## src/pic_pkg.sv

```systemverilog
// Shared types and constants for the platform interrupt controller.
// Depends on nothing; used by the controller, datapath and top level.
package pic_pkg;

	localparam int SRC_W        = 5;
	localparam int PRIO_W       = 3;
	localparam int PRIO_SLOTS   = 16;
	localparam int PRIO_TABLE_W = 48;
	localparam int ENABLE_W     = 16;
	localparam int CFG_DATA_W   = 48;
	localparam int CFG_IDX_W    = 2;
	localparam int REQ_W        = 2;
	localparam int IN_TDATA_W   = 8;
	localparam int OUT_TDATA_W  = 8;

	localparam logic [CFG_IDX_W-1:0] REG_PRIORITY  = 2'd0;
	localparam logic [CFG_IDX_W-1:0] REG_ENABLE    = 2'd1;
	localparam logic [CFG_IDX_W-1:0] REG_THRESHOLD = 2'd2;

	localparam logic [REQ_W-1:0] REQ_RAISE    = 2'd0;
	localparam logic [REQ_W-1:0] REQ_CLAIM    = 2'd1;
	localparam logic [REQ_W-1:0] REQ_COMPLETE = 2'd2;

	typedef struct packed {
		logic accept;
		logic scan_step;
		logic load;
	} cmd_t;

	typedef struct packed {
		logic scan_last;
	} status_t;

endpackage

```

## src/pic_ctrl.sv

```systemverilog
// Sequencing state machine for the platform interrupt controller.
// Depends on pic_pkg; drives the datapath through cmd_t and reads status_t.
module pic_ctrl (
	input  logic             clk,
	input  logic             arst_n,
	input  logic             s_tvalid,
	output logic             s_tready,
	output logic             m_tvalid,
	input  logic             m_tready,
	output pic_pkg::cmd_t    cmd,
	input  pic_pkg::status_t status
);

	localparam logic [1:0] ST_IDLE   = 2'd0;
	localparam logic [1:0] ST_SCAN   = 2'd1;
	localparam logic [1:0] ST_RESULT = 2'd2;

	logic [1:0] state_q;
	logic [1:0] state_d;
	logic       out_valid_q;

	always_comb begin
		state_d       = state_q;
		s_tready      = 1'b0;
		cmd.accept    = 1'b0;
		cmd.scan_step = 1'b0;
		cmd.load      = 1'b0;
		case (state_q)
			ST_IDLE: begin
				s_tready = 1'b1;
				if (s_tvalid) begin
					cmd.accept = 1'b1;
					state_d    = ST_SCAN;
				end
			end
			ST_SCAN: begin
				cmd.scan_step = 1'b1;
				if (status.scan_last) begin
					state_d = ST_RESULT;
				end
			end
			ST_RESULT: begin
				if (!out_valid_q || m_tready) begin
					cmd.load = 1'b1;
					state_d  = ST_IDLE;
				end
			end
			default: begin
				state_d = ST_IDLE;
			end
		endcase
	end

	always_ff @(posedge clk or negedge arst_n) begin
		if (!arst_n) begin
			state_q     <= ST_IDLE;
			out_valid_q <= 1'b0;
		end else begin
			state_q <= state_d;
			if (cmd.load) begin
				out_valid_q <= 1'b1;
			end else if (m_tready) begin
				out_valid_q <= 1'b0;
			end
		end
	end

	assign m_tvalid = out_valid_q;

endmodule

```

## src/pic_datapath.sv

```systemverilog
// Registers, pending and in-service state, serial source scan and result register.
// Depends on pic_pkg; commanded by pic_ctrl.
module pic_datapath #(
	parameter int NUM_SOURCES = 16
) (
	input  logic                            clk,
	input  logic                            arst_n,
	input  logic                            cfg_we,
	input  logic [pic_pkg::CFG_IDX_W-1:0]   cfg_index,
	input  logic [pic_pkg::CFG_DATA_W-1:0]  cfg_data,
	input  logic [pic_pkg::REQ_W-1:0]       in_type,
	input  logic [pic_pkg::SRC_W-1:0]       in_sid,
	input  pic_pkg::cmd_t                   cmd,
	output pic_pkg::status_t                status,
	output logic [pic_pkg::SRC_W-1:0]       claimed_id,
	output logic                            irq_line,
	output logic                            complete_ignored
);

	localparam int EN_N = (NUM_SOURCES < pic_pkg::ENABLE_W) ? NUM_SOURCES : pic_pkg::ENABLE_W;

	logic [pic_pkg::PRIO_TABLE_W-1:0] prio_table_q;
	logic [pic_pkg::ENABLE_W-1:0]     enable_q;
	logic [pic_pkg::PRIO_W-1:0]       thresh_q;
	logic [NUM_SOURCES-1:0]           pend_q;
	logic [NUM_SOURCES-1:0]           insvc_q;
	logic [NUM_SOURCES-1:0]           pend_d;
	logic [NUM_SOURCES-1:0]           insvc_d;

	logic [pic_pkg::REQ_W-1:0]        type_q;
	logic                             ignored_q;
	logic [pic_pkg::SRC_W-1:0]        pos_q;
	logic [pic_pkg::SRC_W-1:0]        best_id_q;
	logic [pic_pkg::PRIO_W-1:0]       best_prio_q;
	logic                             have_one_q;
	logic                             have_two_q;

	logic [pic_pkg::PRIO_W-1:0]       cur_prio;
	logic                             cur_en;
	logic                             cur_pend;
	logic                             cur_elig;
	logic                             comp_hit;

	always_comb begin
		cur_prio = '0;
		cur_en   = 1'b0;
		cur_pend = 1'b0;
		for (int k = 0; k < pic_pkg::PRIO_SLOTS; k++) begin
			if (pos_q == pic_pkg::SRC_W'(k)) begin
				cur_prio = prio_table_q[pic_pkg::PRIO_W*k +: pic_pkg::PRIO_W];
			end
		end
		for (int k = 0; k < pic_pkg::ENABLE_W; k++) begin
			if (pos_q == pic_pkg::SRC_W'(k)) begin
				cur_en = enable_q[k];
			end
		end
		for (int k = 0; k < NUM_SOURCES; k++) begin
			if (pos_q == pic_pkg::SRC_W'(k)) begin
				cur_pend = pend_q[k];
			end
		end
		cur_elig = cur_pend && cur_en && (cur_prio > thresh_q);
	end

	always_comb begin
		pend_d   = pend_q;
		insvc_d  = insvc_q;
		comp_hit = 1'b0;
		if (cmd.accept) begin
			if (in_type == pic_pkg::REQ_RAISE) begin
				for (int k = 0; k < NUM_SOURCES; k++) begin
					if (in_sid == pic_pkg::SRC_W'(k + 1) && !insvc_q[k]) begin
						pend_d[k] = 1'b1;
					end
				end
			end
			if (in_type == pic_pkg::REQ_COMPLETE) begin
				for (int k = 0; k < EN_N; k++) begin
					if (in_sid == pic_pkg::SRC_W'(k + 1) && enable_q[k]) begin
						insvc_d[k] = 1'b0;
						comp_hit   = 1'b1;
					end
				end
			end
		end
		if (cmd.load && type_q == pic_pkg::REQ_CLAIM) begin
			for (int k = 0; k < NUM_SOURCES; k++) begin
				if (best_id_q == pic_pkg::SRC_W'(k + 1)) begin
					pend_d[k]  = 1'b0;
					insvc_d[k] = 1'b1;
				end
			end
		end
	end

	always_ff @(posedge clk or negedge arst_n) begin
		if (!arst_n) begin
			prio_table_q <= '0;
			enable_q     <= '0;
			thresh_q     <= '0;
			pend_q       <= '0;
			insvc_q      <= '0;
		end else begin
			pend_q  <= pend_d;
			insvc_q <= insvc_d;
			if (cfg_we) begin
				case (cfg_index)
					pic_pkg::REG_PRIORITY: begin
						prio_table_q <= cfg_data[pic_pkg::PRIO_TABLE_W-1:0];
					end
					pic_pkg::REG_ENABLE: begin
						enable_q <= cfg_data[pic_pkg::ENABLE_W-1:0];
					end
					pic_pkg::REG_THRESHOLD: begin
						thresh_q <= cfg_data[pic_pkg::PRIO_W-1:0];
					end
					default: begin
					end
				endcase
			end
		end
	end

	always_ff @(posedge clk) begin
		if (cmd.accept) begin
			type_q      <= in_type;
			ignored_q   <= (in_type == pic_pkg::REQ_COMPLETE) && !comp_hit;
			pos_q       <= '0;
			best_id_q   <= '0;
			best_prio_q <= '0;
			have_one_q  <= 1'b0;
			have_two_q  <= 1'b0;
		end else if (cmd.scan_step) begin
			pos_q <= pos_q + 1'b1;
			if (cur_elig) begin
				have_one_q <= 1'b1;
				if (have_one_q) begin
					have_two_q <= 1'b1;
				end
				if (cur_prio > best_prio_q) begin
					best_prio_q <= cur_prio;
					best_id_q   <= pos_q + 1'b1;
				end
			end
		end
		if (cmd.load) begin
			if (type_q == pic_pkg::REQ_CLAIM) begin
				claimed_id <= best_id_q;
				irq_line   <= have_two_q;
			end else begin
				claimed_id <= '0;
				irq_line   <= have_one_q;
			end
			complete_ignored <= ignored_q;
		end
	end

	assign status.scan_last = (pos_q == pic_pkg::SRC_W'(NUM_SOURCES - 1));

endmodule

```

## src/platform_interrupt_controller.sv

```systemverilog
// An input transfer starts a serial scan of the sources, and the result is registered once the scan ends.
// No new item is taken during the scan, which visits one source per cycle, or while the result waits to load.
// A new item is taken while the previous result still waits for its transfer.
// Reset clears all configuration registers and the pending and in-service bits.
// Depends on pic_pkg, pic_ctrl and pic_datapath.
module platform_interrupt_controller #(
	parameter int NUM_SOURCES = 16
) (
	input  logic                               clk,
	input  logic                               arst_n,
	input  logic                               cfg_we,
	input  logic [pic_pkg::CFG_IDX_W-1:0]      cfg_index,
	input  logic [pic_pkg::CFG_DATA_W-1:0]     cfg_data,
	input  logic                               s_tvalid,
	output logic                               s_tready,
	input  logic [pic_pkg::IN_TDATA_W-1:0]     s_tdata,   // req_type[1:0], source_id[6:2]
	output logic                               m_tvalid,
	input  logic                               m_tready,
	output logic [pic_pkg::OUT_TDATA_W-1:0]    m_tdata    // claimed_id[4:0], irq_line[5], complete_ignored[6]
);

	pic_pkg::cmd_t              cmd;
	pic_pkg::status_t           status;
	logic [pic_pkg::SRC_W-1:0]  claimed_id;
	logic                       irq_line;
	logic                       complete_ignored;

	pic_ctrl u_ctrl (
		.clk      (clk),
		.arst_n   (arst_n),
		.s_tvalid (s_tvalid),
		.s_tready (s_tready),
		.m_tvalid (m_tvalid),
		.m_tready (m_tready),
		.cmd      (cmd),
		.status   (status)
	);

	pic_datapath #(
		.NUM_SOURCES (NUM_SOURCES)
	) u_datapath (
		.clk              (clk),
		.arst_n           (arst_n),
		.cfg_we           (cfg_we),
		.cfg_index        (cfg_index),
		.cfg_data         (cfg_data),
		.in_type          (s_tdata[pic_pkg::REQ_W-1:0]),
		.in_sid           (s_tdata[pic_pkg::REQ_W +: pic_pkg::SRC_W]),
		.cmd              (cmd),
		.status           (status),
		.claimed_id       (claimed_id),
		.irq_line         (irq_line),
		.complete_ignored (complete_ignored)
	);

	assign m_tdata = {1'b0, complete_ignored, irq_line, claimed_id};

endmodule

```

## config.mk

```make
export PLATFORM = sky130hd
export DESIGN_NAME = platform_interrupt_controller
export DESIGN_NICKNAME = d
export VERILOG_FILES = /design/src/pic_pkg.sv /design/src/pic_ctrl.sv /design/src/pic_datapath.sv /design/src/platform_interrupt_controller.sv
export SDC_FILE = /design/constraint.sdc
export NUM_CORES = 1
export LEC_CHECK = 0
export ABC_CLOCK_PERIOD_IN_PS = 3900
export BUFFER_PORTS_ARGS = -buffer_cell sky130_fd_sc_hd__buf_2
export CAP_MARGIN = 20
export CORE_ASPECT_RATIO = 0.5
export CORE_MARGIN = 3
export CORE_UTILIZATION = 30
export CTS_BUF_LIST = sky130_fd_sc_hd__clkbuf_8
export CTS_CLUSTER_SIZE = 28
export DETAILED_ROUTE_END_ITERATION = 7
export HOLD_SLACK_MARGIN = 0.15
export SYNTH_ARGS = -nofsm -noshare
export SYNTH_HDL_FRONTEND = slang
export SYNTH_SLANG_ARGS = --single-unit
```

## constraint.sdc

```tcl
create_clock -name clk -period 3.9 [get_ports clk]
set_clock_uncertainty 0.15 [all_clocks]
set_input_delay 0 -clock clk [delete_from_list [all_inputs] [get_ports clk]]
set_output_delay 0 -clock clk [all_outputs]
set_load 0.03 [all_outputs]
```

==> results.ini, run 1 <==
[outcome]
outcome = finished clean

[clock_network]
numClockSinks = 127
cts_buffers = 17
clk_latency_ns = 0.44
clk_pin_slew_ns = 0.08
clock_path_buffers = 2
cts_tree = built
root_buffer = clkbuf_8
htreeDepth = 4

[routing]
drtIter0Drc = 395
drt_pass1_iterations = 5
totalWireLength_um = 18500
wl_per_cell_um = 17.24
num_vias = 5403
remaining_drc_errors = 0
vias_per_cell = 5.035
final_antenna_net_count = 0

[critical_path]
max_stage_delay_ns = 0.42
worstSetupPathType = flop to flop
rrSetupSlack_ns = 0.14
timing.critical_path.required_ns = 4.07
start_kind = flop
cpMostUsedCell = buf_4
critPathSlowestCell = or4_4
crit_buf_inv = 2
cp_max_fo = 5
cp.arrival_ns = 3.93
cp_cell_sequence = buf_4, ha_2, or4_4, a221o_1, o2111ai_1, a31oi_1, o21ai_4, ha_1, a32oi_1, o211ai_1, a311o_1, a21o_1, buf_4, o311a_1
crit_family = compound AO/OA/AOI/OAI gates
cp-end-kind = flop

[power_and_ir_drop]
vdd_drop_max_mv = 0.2337
p_leak_nw = 3.634
p_per_area_nw_per_um2 = 583.1

[die]
rows = 37
ios = 73
die_height_um = 109.4
dieWidth_um = 212.7
die-area_um2 = 23270
coreArea_um2 = 20740
start_util_pct = 30.91

[timing]
fin_crit_sh_pct = 96.40
setup_violations = 0
fin_crit_ns = 3.760
max_clock_freq_mhz = 266.0
tightest_slew_ns = 0.8696
hold_violations = 0
setup_tns_ns = 0
slew_viol_final = 0
slew_headroom_pct = 41.85

[global_routing]
grt_max_degree = 67
grt_usage_pct = 16.50
grt_pass1_vias = 5376
antenna_found_initial = 0
grt_overflow = 0
grt_pass1_wl_um = 29670

[placed_design]
hpwl_um = 13540
port_buffers = 70
dpl_cell_area_um2 = 7121
gp_congestion = 0.9040

[logic_synthesis]
synth_seq_area_share_pct = 49.18
syn_avg_cell_area_um2 = 10.23
yosysUniqueCellTypes = 73
synthesis.area_um2 = 6411
syn_inst = 627
yosys_warnings = 0
synth_edf_count = 10
synth_nets = 701
synthFlopType = dfrtp_1
ys_async_sr_fraction_pct = 80.31
synth.ff_latch_count = 127

[min_path]
hold_class = primary input to flop

[finish]
drive_gt1_share_pct = 28.75
final_core_util_pct = 40.55
design_area_um2 = 8409
fillers = 2056
nNetsFinal = 861
areaGrowthSynthToFinish_pct = 31.17
diodes = 0

[job]
maxCapViolations = 0

## cells by family after synthesis
| kind of cell | after synthesis | synth area share, % |
|---|---|---|
| multiplexers | 70 | 12.37 |
| buffers and inverters | 54 | 4.059 |
| XOR/XNOR | 2 | 0.2733 |
| flip-flops | 127 | 49.18 |
| AND/OR/NAND/NOR | 225 | 18.33 |
| adder cells (fa/ha/maj) | 11 | 2.147 |
| AO/OA/AOI/OAI | 137 | 13.58 |
| other | 1 | 0.05849 |
## power by group
group          switching [W]  internal [W]
Sequential          0.000274       0.00158
Combinational       0.000967      0.000972
Clock               0.000550      0.000563
Total                0.00179       0.00311
## synth_stat cells, types with 9 or more instances
cell	n	area, um^2
clkbuf_1	19	71.32
mux2_2	64	720.7
nand3_1	22	110.1
nand2_1	64	240.2
edfxtp_1	10	300.3
a21oi_1	42	210.2
inv_1	17	63.81
nand2b_1	9	56.30
dfrtp_1	102	2552
ha_1	11	137.6
nor3_1	11	55.05
o21ai_0	37	185.2
nor2_1	58	217.7
dfxtp_1	15	300.3
## flip-flops by register name, summed over array words and instances (netlist names), 2 cells and up
signal and cells:
u_datapath.thresh_q 3, u_datapath.pend_q 16, u_datapath.enable_q 16, u_datapath.type_q 2, u_datapath.prio_table_q 48, u_datapath.best_id_q 5, u_datapath.best_prio_q 3, u_datapath.insvc_q 16
u_ctrl.state_q 2, u_datapath.pos_q 5, u_datapath.claimed_id 5
## worst register-to-register path, stage by stage, from the launching register on
cell and delay (ns):
dfxtp_2 0.35, buf_4 0.15, ha_2 0.21, or4_4 0.42
a221o_1 0.28, o2111ai_1 0.13, a31oi_1 0.17, o21ai_4 0.20
ha_1 0.27, a32oi_1 0.21, o211ai_1 0.14, a311o_1 0.31
a21o_1 0.23, buf_4 0.15, o311a_1 0.27
## timing repair
action | 4_1_cts | 5_1_grt
hold buffers | 77 | 0
hold endpoints to repair | 189 | 0
buffers inserted | 0 | 3
gates resized for setup | 4 | 21
pin swaps | 0 | 9
endpoints found under the setup margin | 6 | 8
## layer usage
metal | wire (um) | vias to the layer above | GRT usage [%]
met5 | 0 | - | 0
met4 | 290 | 0 | 4.410
met3 | 926 | 23 | 3.335
met2 | 8300 | 130 | 25.59
met1 | 8982 | 2652 | 23.62
li1 | - | 2598 | -
## worst paths after layout
check,startpoint,end,cells past startpoint
min in group asynchronous,arst_n,u_datapath.pend_q[12],4
min,cfg_data[29],u_datapath.prio_table_q[29],3
max in group asynchronous,arst_n,u_datapath.prio_table_q[45],4
max reg2reg,u_datapath.pos_q[0],u_datapath.best_prio_q[0],14
max,u_datapath.pos_q[0],u_datapath.best_prio_q[0],14
min reg2reg,u_datapath.ignored_q,u_datapath.complete_ignored,0
## stage by stage
stage | total power (W) | hold slack, ns | instances | worst slack, ns
after floorplan | 0.003008 | -0.4456 | 627 | 0.07066
after global placement | 0.003547 | 0.007740 | 961 | 0.06293
after detailed placement | 0.003595 | 0.007779 | 961 | -0.07646
after CTS | 0.004798 | 0.1608 | 1070 | 0.01323
after global routing | 0.005227 | 0.1819 | 1073 | -0.01994
final | 0.004903 | 0.1856 | 1073 | 0.1402
## layout make-up
class                           instances  area [um^2]  area share (%)
Clock inverter                         15        147.6           1.756
Multi-Input combinational cell        446         3083           36.66
Sequential cell                       127         3162           37.60
Inverter                               18        67.56          0.8035
Tap cell                              273        341.6           4.062
Clock buffer                           17        234.0           2.782
Timing Repair Buffer                  177         1374           16.34
## cell usage in the layout (no fill, tap or decap), drive strengths merged, types with 4 or more instances in the layout
cell / Yosys / routed
ha: 11 / 11
o22ai: 5 / 5
dlygate4sd3: 0 / 76
clkbuf: 19 / 17
nor3: 11 / 11
o21ai: 39 / 39
inv: 18 / 21
dfxtp: 15 / 15
nand2b: 9 / 9
a22o: 5 / 5
nor3b: 5 / 5
nor2b: 4 / 4
mux2i: 5 / 5
dfrtp: 102 / 102
nand2: 64 / 64
nand4bb: 5 / 5
nand3: 22 / 22
clkinv: 0 / 6
edfxtp: 10 / 10
and4bb: 4 / 4
a21o: 5 / 5
mux2: 64 / 64
and2: 7 / 7
a21oi: 42 / 42
buf: 17 / 101
a31oi: 6 / 6
nand4: 5 / 5
nand3b: 8 / 8
clkinvlp: 0 / 4
nor2: 58 / 58
(Power assumes the default switching activity.)
==> run 2: changes to the inputs <==
--- a/config.mk
+++ b/config.mk
@@ -10,11 +10,12 @@
 export CAP_MARGIN = 20
 export CORE_ASPECT_RATIO = 0.5
 export CORE_MARGIN = 3
-export CORE_UTILIZATION = 30
+export CORE_UTILIZATION = 45
 export CTS_BUF_LIST = sky130_fd_sc_hd__clkbuf_8
 export CTS_CLUSTER_SIZE = 28
 export DETAILED_ROUTE_END_ITERATION = 7
 export HOLD_SLACK_MARGIN = 0.15
+export PLACE_DENSITY = 0.66
 export SYNTH_ARGS = -nofsm -noshare
 export SYNTH_HDL_FRONTEND = slang
 export SYNTH_SLANG_ARGS = --single-unit
==> run 2 against run 1 <==
Against the previous run:
- first-iteration DRC count decreased by 2.8%
- clock power about the same
- combinational power about the same
- register-to-register slack improved by 0.098 ns
- hold slack worse by 0.012 ns
- non-clock buffer count is 1 higher
- final cell count decreased by 7.5%
- sequential power barely moved
- global-route usage up 6.9 points
- largest cell class unchanged
==> results.ini, run 2 (synthesis results as in run 1) <==
[critical_path]
cp_cell_sequence = inv_2, ha_1, buf_4, a21oi_1, o21ai_0, a221o_1, nand2_2, a31oi_1, o211a_1, nor2_4, ha_1, a32oi_1, o211ai_1, a311o_1, a21o_1, or2_2, a21oi_1
timing.critical_path.required_ns = 4.11
cp_max_fo = 9
cp-end-kind = flop
cp.arrival_ns = 3.87
critPathSlowestCell = dfxtp_4
crit_family = compound AO/OA/AOI/OAI gates
start_kind = flop
max_stage_delay_ns = 0.38
cp.depth = 17
crit_buf_inv = 2
worstSetupPathType = flop to flop
reg2reg_depth = 17

[clock_network]
clock_path_buffers = 2
numClockSinks = 127
root_buffer = clkbuf_8
cts_tree = built
clk_pin_slew_ns = 0.08
clk_latency_ns = 0.44
htreeDepth = 4
cts_buffers = 17

[min_path]
holdPathStages = 3
hold_class = primary input to flop

[routing]
drtIter0Drc = 384
dr_wl_met3_um = 1156
top_layer = met5
dr_wl_met2_um = 7964
wl_met1_um = 8673
final_antenna_net_count = 0
remaining_drc_errors = 0
num_vias = 5519
vias_per_cell = 5.558
wl_per_cell_um = 18.16
totalWireLength_um = 18030
drt_pass1_iterations = 5

[placed_design]
hpwl_um = 12680
dpl_cell_area_um2 = 7042
gp_congestion = 0.9364
dp_cells = 883
port_buffers = 70

[finish]
top_register = u_datapath.prio_table_q
layout_common_cells = 102 x dfrtp_1, 76 x dlygate4sd3_1, 69 x buf_2
largest_reg_flops = 48
nNetsFinal = 862
areaGrowthSynthToFinish_pct = 29.14
final_cells = 993
drive_gt1_share_pct = 28.71
final_core_util_pct = 60.26
fillers = 1187
layout_commonest_cell = dfrtp_1
design_area_um2 = 8279
diodes = 0

[power_and_ir_drop]
vdd_drop_max_mv = 0.2763
p_per_area_nw_per_um2 = 586.4
p_leak_nw = 3.607

[die]
die_height_um = 90.40
start_util_pct = 46.67
dieWidth_um = 174.8
rows = 30
die-area_um2 = 15800
ios = 73
coreArea_um2 = 13740

[timing]
tightest_slew_ns = 0.8209
fin_crit_sh_pct = 93.90
setup_violations = 0
hold_violations = 0
setup_tns_ns = 0
slew_viol_final = 0
slew_headroom_pct = 45.11
max_clock_freq_mhz = 273.1
fin_crit_ns = 3.662

[job]
maxCapViolations = 0

[outcome]
outcome = finished clean

[global_routing]
grt_pass1_wl_um = 29210
grt_max_degree = 68
grt_pass1_vias = 5418
grt_usage_pct = 23.39
grt_overflow = 0
antenna_found_initial = 1

## run 2: cell types whose count changed in the layout (fill, tap and decap cells not counted), sizes merged
cell      change
bufinv        -1
buf           +1
clkinvlp      +3
inv           +2
clkinv        -4
## run 2: final timing paths
path                                            from                     endpoint  slack (ns)
worst max-delay path             u_datapath.pos_q[0]      u_datapath.best_id_q[4]        0.24
worst min-delay path                    cfg_data[40]  u_datapath.prio_table_q[40]        0.17
worst max register to register   u_datapath.pos_q[0]      u_datapath.best_id_q[4]        0.24
worst min register to register  u_datapath.ignored_q  u_datapath.complete_ignored        0.29
max in group asynchronous                     arst_n      u_datapath.enable_q[10]        2.60
min in group asynchronous                     arst_n       u_datapath.enable_q[7]        0.56
## run 2: tightest hold or removal path: cells and delay by family
family	cells	cell delay, ns
multiplexers	1	0.13
buffers and inverters	2	0.60
## run 2: timing repair
action                                  CTS  global route
hold buffers                             77             0
resized for setup                         0            22
setup buffers                             0             1
endpoints found under the setup margin    0             8
hold endpoints to repair                190             0
## run 2: layout make-up
cell class	instances	area, um^2	area share [%]
inverter	18	67.56	0.8161
clock buffer	17	234.0	2.826
sequential	127	3163	38.20
timing repair buffer	178	1378	16.64
multi-input combinational	446	3058	36.94
clock inverter	15	138.9	1.677
tap	192	240.2	2.902
## run 2: metal layers
metal / GRT usage (%) / vias up
li1: - / 2590
met1: 34.59 / 2693
met2: 35.18 / 211
met3: 5.038 / 23
met4: 5.504 / 2
met5: 0 / -
## run 2: metrics by stage
stage / hold WS [ns] / total power, W / setup slack, ns
6_report: 0.1734 / 0.004855 / 0.2380
5_1_grt: 0.1810 / 0.005161 / -0.005701
4_1_cts: 0.1503 / 0.004743 / 0.02716
3_5_place_dp: 0.01193 / 0.003599 / 0.05604
3_3_place_gp: 0.005046 / 0.003550 / 0.1305
2_1_floorplan: -0.4456 / 0.003008 / 0.07066
## run 2: power by group
group          internal, W  switching (W)
registers          0.00158       0.000278
clock network     0.000509       0.000573
logic             0.000951       0.000966
total              0.00304        0.00182
